--- src/sv/sfd_pkg.sv ---
// ============================================================================
// Sonar frame deframer package
// Types and constants shared by the sonar frame deframer.
// ============================================================================
package sfd_pkg;

  // Parser state.
  typedef enum logic [1:0] {
    ST_IDLE   = 2'd0,
    ST_HEADER = 2'd1,
    ST_DATA   = 2'd2
  } parse_state_e;

  // Result kinds.
  typedef enum logic [1:0] {
    KIND_PAYLOAD  = 2'd0,
    KIND_GOOD     = 2'd1,
    KIND_NO_LF    = 2'd2,
    KIND_TOOSHORT = 2'd3
  } kind_e;

  localparam int unsigned PosWidth = 17;

  typedef logic [PosWidth-1:0] pos_t;

  // Framing bytes.
  localparam logic [7:0] StartByte = 8'h40;
  localparam logic [7:0] LineFeed  = 8'h0A;

  // Byte positions within a frame; the start byte sits at position two.
  localparam pos_t StartPos   = 17'd2;
  localparam pos_t LenLoPos   = 17'd7;
  localparam pos_t LenHiPos   = 17'd8;
  localparam pos_t TxPos      = 17'd9;
  localparam pos_t RxPos      = 17'd10;
  localparam pos_t CountPos   = 17'd11;
  localparam pos_t TypePos    = 17'd12;
  localparam pos_t PayloadPos = 17'd13;
  localparam pos_t EndOffset  = 17'd7;

  // Shortest length that lets a frame end after the type byte.
  localparam logic [15:0] MinLength = 16'd6;

endpackage

--- src/sv/sonar_frame_deframer.sv ---
// ============================================================================
// Sonar frame deframer
// Byte-serial parser for length-prefixed sonar frames: finds the start byte,
// captures the binary header, forwards payload bytes with their index and
// checks the closing line feed; a length too short to end is reported.
// ============================================================================
//
//  Channel | Handshake               | Payload
//  --------+-------------------------+---------------------------------------
//  in      | in_valid_i / in_ready_o | rx_byte_i
//  out     | out_valid_o/ out_ready_i| kind_o, data_byte_o, payload_index_o,
//          |                         | msg_type_o, tx_node_o, rx_node_o,
//          |                         | seq_count_o, frame_length_o
//
// One item is taken per cycle while the output register is free; a result
// appears in the output register in the cycle after its item is accepted.
// The single output register sets the rate: a new item is accepted whenever
// that register is empty or being emptied in the same cycle.
// Reset returns the parser to idle with all captured header fields at zero.
// A stalled result holds the input side until it is taken.
module sonar_frame_deframer (
  input  logic        clk_i,
  input  logic        rst_ni,
  input  logic        in_valid_i,
  output logic        in_ready_o,
  input  logic [7:0]  rx_byte_i,
  output logic        out_valid_o,
  input  logic        out_ready_i,
  output logic [1:0]  kind_o,
  output logic [7:0]  data_byte_o,
  output logic [15:0] payload_index_o,
  output logic [7:0]  msg_type_o,
  output logic [7:0]  tx_node_o,
  output logic [7:0]  rx_node_o,
  output logic [7:0]  seq_count_o,
  output logic [15:0] frame_length_o
);
  import sfd_pkg::*;

  parse_state_e state_q, state_d;
  pos_t         pos_q, pos_d;
  logic [15:0]  len_q, len_d;
  logic [7:0]   tx_q, tx_d;
  logic [7:0]   rx_q, rx_d;
  logic [7:0]   count_q, count_d;
  logic [7:0]   type_q, type_d;

  logic         out_valid_q;
  logic [1:0]   kind_q, kind_d;
  logic [7:0]   data_q;
  logic [15:0]  index_q, index_d;
  logic [7:0]   otype_q, otype_d;
  logic [7:0]   otx_q, otx_d;
  logic [7:0]   orx_q, orx_d;
  logic [7:0]   ocount_q, ocount_d;
  logic [15:0]  olen_q, olen_d;

  logic         accept;
  logic         emit;
  logic         clear;
  logic         short_len;
  logic         at_end;
  pos_t         pos_inc;
  pos_t         end_pos;
  pos_t         index_full;

  // The output register is free when empty or being drained this cycle.
  assign in_ready_o = ~out_valid_q | out_ready_i;
  assign accept     = in_valid_i & in_ready_o;

  assign pos_inc    = pos_q + 17'd1;
  assign end_pos    = {1'b0, len_q} + EndOffset;
  assign at_end     = (pos_inc >= end_pos);
  assign short_len  = (len_q < MinLength);
  assign index_full = pos_inc - PayloadPos;

  // Next parser state.
  always_comb begin
    state_d = state_q;
    unique case (state_q)
      ST_HEADER: begin
        if (pos_inc == TypePos) begin
          state_d = short_len ? ST_IDLE : ST_DATA;
        end else if (pos_inc > TypePos) begin
          state_d = ST_IDLE;
        end
      end
      ST_DATA: begin
        if (at_end) begin
          state_d = ST_IDLE;
        end
      end
      default: begin
        state_d = (rx_byte_i == StartByte) ? ST_HEADER : ST_IDLE;
      end
    endcase
  end

  // Header capture, position count and result formation.
  always_comb begin
    pos_d    = pos_q;
    len_d    = len_q;
    tx_d     = tx_q;
    rx_d     = rx_q;
    count_d  = count_q;
    type_d   = type_q;
    emit     = 1'b0;
    clear    = 1'b0;
    kind_d   = KIND_PAYLOAD;
    index_d  = 16'd0;
    otype_d  = type_q;
    unique case (state_q)
      ST_HEADER: begin
        pos_d = pos_inc;
        case (pos_inc)
          LenLoPos: len_d   = {8'd0, rx_byte_i};
          LenHiPos: len_d   = {rx_byte_i, len_q[7:0]};
          TxPos:    tx_d    = rx_byte_i;
          RxPos:    rx_d    = rx_byte_i;
          CountPos: count_d = rx_byte_i;
          TypePos: begin
            type_d  = rx_byte_i;
            otype_d = rx_byte_i;
            if (short_len) begin
              emit   = 1'b1;
              clear  = 1'b1;
              kind_d = KIND_TOOSHORT;
            end
          end
          default: begin
            if (pos_inc > TypePos) begin
              clear = 1'b1;
            end
          end
        endcase
      end
      ST_DATA: begin
        pos_d = pos_inc;
        emit  = 1'b1;
        if (at_end) begin
          clear  = 1'b1;
          kind_d = (rx_byte_i == LineFeed) ? KIND_GOOD : KIND_NO_LF;
        end else begin
          index_d = index_full[15:0];
        end
      end
      default: begin
        clear = 1'b1;
        if (rx_byte_i == StartByte) begin
          pos_d = StartPos;
        end
      end
    endcase
    // Results carry the header as it stood before any return to idle.
    otx_d    = tx_q;
    orx_d    = rx_q;
    ocount_d = count_q;
    olen_d   = len_q;
    if (clear) begin
      if (state_q == ST_HEADER || state_q == ST_DATA) begin
        pos_d = '0;
      end
      len_d   = 16'd0;
      tx_d    = 8'd0;
      rx_d    = 8'd0;
      count_d = 8'd0;
      type_d  = 8'd0;
    end
  end

  // Parser registers.
  always_ff @(posedge clk_i or negedge rst_ni) begin
    if (!rst_ni) begin
      state_q <= ST_IDLE;
      pos_q   <= '0;
      len_q   <= 16'd0;
      tx_q    <= 8'd0;
      rx_q    <= 8'd0;
      count_q <= 8'd0;
      type_q  <= 8'd0;
    end else if (accept) begin
      state_q <= state_d;
      pos_q   <= pos_d;
      len_q   <= len_d;
      tx_q    <= tx_d;
      rx_q    <= rx_d;
      count_q <= count_d;
      type_q  <= type_d;
    end
  end

  // Output valid flag.
  always_ff @(posedge clk_i or negedge rst_ni) begin
    if (!rst_ni) begin
      out_valid_q <= 1'b0;
    end else if (accept) begin
      out_valid_q <= emit;
    end else if (out_ready_i) begin
      out_valid_q <= 1'b0;
    end
  end

  // Output payload register.
  always_ff @(posedge clk_i) begin
    if (accept && emit) begin
      kind_q   <= kind_d;
      data_q   <= rx_byte_i;
      index_q  <= index_d;
      otype_q  <= otype_d;
      otx_q    <= otx_d;
      orx_q    <= orx_d;
      ocount_q <= ocount_d;
      olen_q   <= olen_d;
    end
  end

  assign out_valid_o     = out_valid_q;
  assign kind_o          = kind_q;
  assign data_byte_o     = data_q;
  assign payload_index_o = index_q;
  assign msg_type_o      = otype_q;
  assign tx_node_o       = otx_q;
  assign rx_node_o       = orx_q;
  assign seq_count_o     = ocount_q;
  assign frame_length_o  = olen_q;

endmodule

--- config.mk ---
export PLATFORM = sky130hd
export DESIGN_NAME = sonar_frame_deframer
export DESIGN_NICKNAME = d
export VERILOG_FILES = /design/src/sv/sfd_pkg.sv /design/src/sv/sonar_frame_deframer.sv
export SDC_FILE = /design/constraint.sdc
export NUM_CORES = 1
export LEC_CHECK = 0
export ABC_AREA = 1
export BUFFER_PORTS_ARGS = -buffer_cell sky130_fd_sc_hd__buf_4
export CORE_UTILIZATION = 55
export CTS_CLUSTER_DIAMETER = 50
export DETAILED_ROUTE_END_ITERATION = 7
export HOLD_SLACK_MARGIN = 0.05
export PLACE_DENSITY = 0.85
export SLEW_MARGIN = 20
export SYNTH_ARGS = -nofsm -noshare
export SYNTH_HDL_FRONTEND = slang
export SYNTH_SLANG_ARGS = --single-unit
--- constraint.sdc ---
create_clock -name clk_i -period 10.75 [get_ports clk_i]
set_input_delay 2.15 -clock clk_i [delete_from_list [all_inputs] [get_ports clk_i]]
set_output_delay 2.15 -clock clk_i [all_outputs]
set_load 0.05 [all_outputs]
==> summary.md <==
| Metric | Value |
|---|---|
| Outcome | `finished clean` |
| Worst setup skew after layout | `0.0119 ns` |
| Cell internal pwr | `1.36 mW` |
| Share of layout cells above drive strength 1 | `18.3%` |
| Cell Rows | `41` |
| Critical Path Source | `out_ready_i` |
| CTS tree | `built` |
| Part of the total power dissipated in the clock network | `24.5%` |
| Measured slew at the worst slew-check pin | `1.10 ns` |
| Cells resized by post-CTS repair | `0` |
| Vias in the first global route | `5229` |
| Hold violation count in the final report | `0` |
| TritonCTS buffer count | `17` |
| Final Critical Period | `4.74 ns` |
| Number of H-tree branching levels | `4` |
| Post-CTS Setup Repair Bufs | `0` |
| Post-synth net total | `805` |
| Number of hold-repair buffers added at the cts stage | `0` |
| Standby leakage power | `3.77 nW` |
| Count of input and output buffers | `87` |
| Final Power | `2.38 mW` |
| Post-layout nets | `898` |
| Area of the placeable core | `12600 µm²` |
| Multi-input combinational cell area | `2740 µm²` |
| Switching power | `1.02 mW` |
| Setup repair after global routing missed its margin | `false` |
| Reg power frac | `35.0%` |
| Top fanout value on the critical path | `61` |
| Detail Route Antenna Nets | `0` |
| Most frequent cells after synthesis | `nand2_1 (164), inv_1 (96), nor2_1 (75)` |
| Fill cell instance count of the final layout | `990` |
| Register area | `3920 µm²` |
| Number of synthesized flops with an enable pin | `74` |
| Startpoint types | `input pin` |
| Die X | `116 µm` |
| Top area cells in the synthesized netlist | `edfxtp_1 (31%), dfrtp_1 (24%), nand2_1 (8.7%)` |
| Avg Synthesized Cell Area | `9.25 µm²` |
| Required time of the worst setup path | `10.80 ns` |
| Top-area cell type share of the netlist area | `31.3%` |
| Die Y | `116 µm` |
| Dominant synthesized flop cell | `edfxtp_1` |
| Boundary pin count | `88` |
| Clock transition time at the flip-flop clock pins of the worst setup and hold paths | `0.06 ns` |
| Number of pins with negative max-slew slack in the final report | `0` |
| Arrival time of data at the critical path endpoint | `4.79 ns` |
| Path type of the worst min-delay path | `reg2reg` |
| Post-route worst hold slack | `0.449 ns` |
| Final setup TNS | `0 ns` |
| Share of synthesized area occupied by flip-flops and latches | `55.2%` |
| Final wirelength | `16500 µm` |
| TritonRoute pass-1 iters | `7` |
| Reg2reg end | `data_byte_o[1]$_DFFE_PP_` |
| Largest vdd supply drop | `133 µV` |
| Worst-Skew Late Latency | `0.43 ns` |
| Max-slew headroom at the worst pin | `26.0%` |
| Routed len/inst | `15.8 µm` |
| CTS Root Buffer Type | `clkbuf_16` |
| Max-cap viol count | `0` |
| Number of cells traversed by the worst register-to-register path | `13` |
| Worst setup path endpoint | `data_byte_o[1]$_DFFE_PP_` |
| Synth-to-Final Area Change | `19.8%` |
| Area of the mapped netlist | `7110 µm²` |
| Count of vias placed by the detailed router | `5677` |
| Kind of capture point of the worst setup path | `flip-flop` |
| Area of the die | `13400 µm²` |
| Number of DRC markers in iteration 0 | `563` |
| Clock sinks | `142` |
| Weighted congestion at the end of routability-driven global placement | `0.948` |
| Power density relative to cell area | `280 nW/µm²` |
| DPL Wire Length | `11200 µm` |
| Highest Clock Rate | `211 MHz` |
| Setup-violating endpoint count in the final report | `0` |
| Final worst-path cycle share | `44.1%` |
| Warnings from Yosys | `0` |
| Initial cell density of the core | `56.3%` |
| Vias/cell | `5.43` |
| Top-count cell post-synth | `nand2_1` |
| Clock Path Buffers | `2` |
| Synth area leader | `edfxtp_1` |
| Grt ovf | `0` |
| Number of antenna cells inserted | `0` |
| Maximum number of pins on one net before global-route repair | `69` |
| Startpoint of the worst-slack reg-to-reg timing path | `pos_q[0]$_DFFE_PN0P_` |
| Reg2reg setup slack | `6.33 ns` |
| Fraction of power consumed by combinational cells | `40.5%` |
| Detailed-route DRC error count | `0` |
| Fraction of power spent switching nets | `42.9%` |
| Synthesized flop and latch total | `142` |
| Synth Instances | `768` |
| Antenna violations before repair | `0` |
| Library cells used by synthesis | `39` |
| Category of the most critical setup path | `in2reg` |
| All-Layer GR Usage | `26.4%` |
| Wire length of the first global-routing pass | `26400 µm` |
| Async S/R FF share, synth | `47.9%` |
-- area by class of cell --
class                           instances  share of cell area, %
Inverter                              103                   4.54
Clock buffer                           17                   5.00
Timing Repair Buffer                   88                   7.76
Multi-Input combinational cell        509                   32.2
Sequential cell                       142                   46.1
Clock inverter                         15                   1.91
Tap cell                              172                   2.53
-- logic make-up (layout without fill, tap and decap cells) --
kind of cell | Yosys count | in the layout | synth area share (%)
compound gates | 110 | 110 | 8.59
xor+xnor | 18 | 18 | 2.22
flops | 142 | 142 | 55.2
buf+inv | 117 | 223 | 6.50
simple gates | 356 | 356 | 23.1
fa+ha+maj | 25 | 25 | 4.40
-- flip-flops by register name, indices dropped and copies added (netlist names) --
| register | cells |
|---|---|
| pos_q | 17 |
| frame_length_o | 16 |
| len_q | 16 |
| payload_index_o | 16 |
| kind_o | 2 |
| orx_d | 8 |
| type_q | 8 |
| otx_d | 8 |
| data_byte_o | 8 |
| count_q | 8 |
| out_valid_o | 1 |
| seq_count_o | 8 |
| tx_node_o | 8 |
| state_q | 2 |
| msg_type_o | 8 |
| rx_node_o | 8 |
-- routing by layer --
| metal | GRT usage (%) | up-vias | share of wire, % |
|---|---|---|---|
| li1 | - | 2742 | - |
| met4 | 9.49 | 0 | 2.0 |
| met2 | 39.6 | 224 | 47 |
| met1 | 37.6 | 2680 | 45 |
| met3 | 6.28 | 31 | 6.3 |
| met5 | 0 | - | 0 |
-- cells in the final DEF (no fill, tap or decap), drive strengths merged, types with 3 or more instances in the layout --
| cell type | synthesis | final |
|---|---|---|
| a21oi | 30 | 30 |
| a22oi | 11 | 11 |
| buf | 5 | 88 |
| clkbuf | 9 | 17 |
| clkinv | 2 | 11 |
| dfrtp | 68 | 68 |
| edfxtp | 74 | 74 |
| ha | 25 | 25 |
| inv | 101 | 105 |
| nand2 | 178 | 178 |
| nand3 | 54 | 54 |
| nand4 | 13 | 13 |
| nor2 | 83 | 83 |
| nor3 | 19 | 19 |
| nor4 | 6 | 6 |
| o211ai | 3 | 3 |
| o21ai | 60 | 60 |
| or2 | 3 | 3 |
| xnor2 | 3 | 3 |
| xor2 | 15 | 15 |
-- worst min-delay path by stage --
stage | cells after the start | to | slack (ns) | start
3_5_place_dp | 0 | rx_node_o[3]$_DFFE_PP_ | 0.43 | orx_d[3]$_DFFE_PN0P_
4_1_cts | 0 | tx_node_o[4]$_DFFE_PP_ | 0.45 | otx_d[4]$_DFFE_PN0P_
3_3_place_gp | 0 | rx_node_o[0]$_DFFE_PP_ | 0.43 | orx_d[0]$_DFFE_PN0P_
2_1_floorplan | 0 | rx_node_o[0]$_DFFE_PP_ | 0.43 | orx_d[0]$_DFFE_PN0P_
6_report | 0 | tx_node_o[4]$_DFFE_PP_ | 0.45 | otx_d[4]$_DFFE_PN0P_
5_1_grt | 0 | tx_node_o[6]$_DFFE_PP_ | 0.46 | otx_d[6]$_DFFE_PN0P_
-- critical path, stage by stage --
cell and delay, ns:
buf_4 0.08, inv_1 0.03, nand2_1 0.08, nand2_1 0.54, nor3_2 1.10, buf_4 0.74
-- metrics by stage --
stage | instance area [µm²] | cells | utilization, % | worst slack [ns]
floorplan | 7110 | 768 | - | 1.94
global placement | 7930 | 1014 | 62.8 | 5.70
detailed placement | 7930 | 1014 | 62.8 | 5.60
CTS | 8520 | 1046 | 67.5 | 6.03
global route | 8520 | 1046 | 67.5 | 5.81
finish | 8520 | 1046 | 67.5 | 6.01
-- power groups by stage --
| stage | Clock (mW) | Combinational (mW) | Sequential [mW] |
|---|---|---|---|
| final | 0.583 | 0.965 | 0.835 |
| after global routing | 0.610 | 1.07 | 0.846 |
| after floorplan | 0 | 0.615 | 0.912 |
| after detailed placement | 0 | 0.932 | 0.839 |
| after CTS | 0.589 | 0.955 | 0.831 |
| after global placement | 0 | 0.903 | 0.836 |
Note: power is estimated with default switching activity, not from simulation.
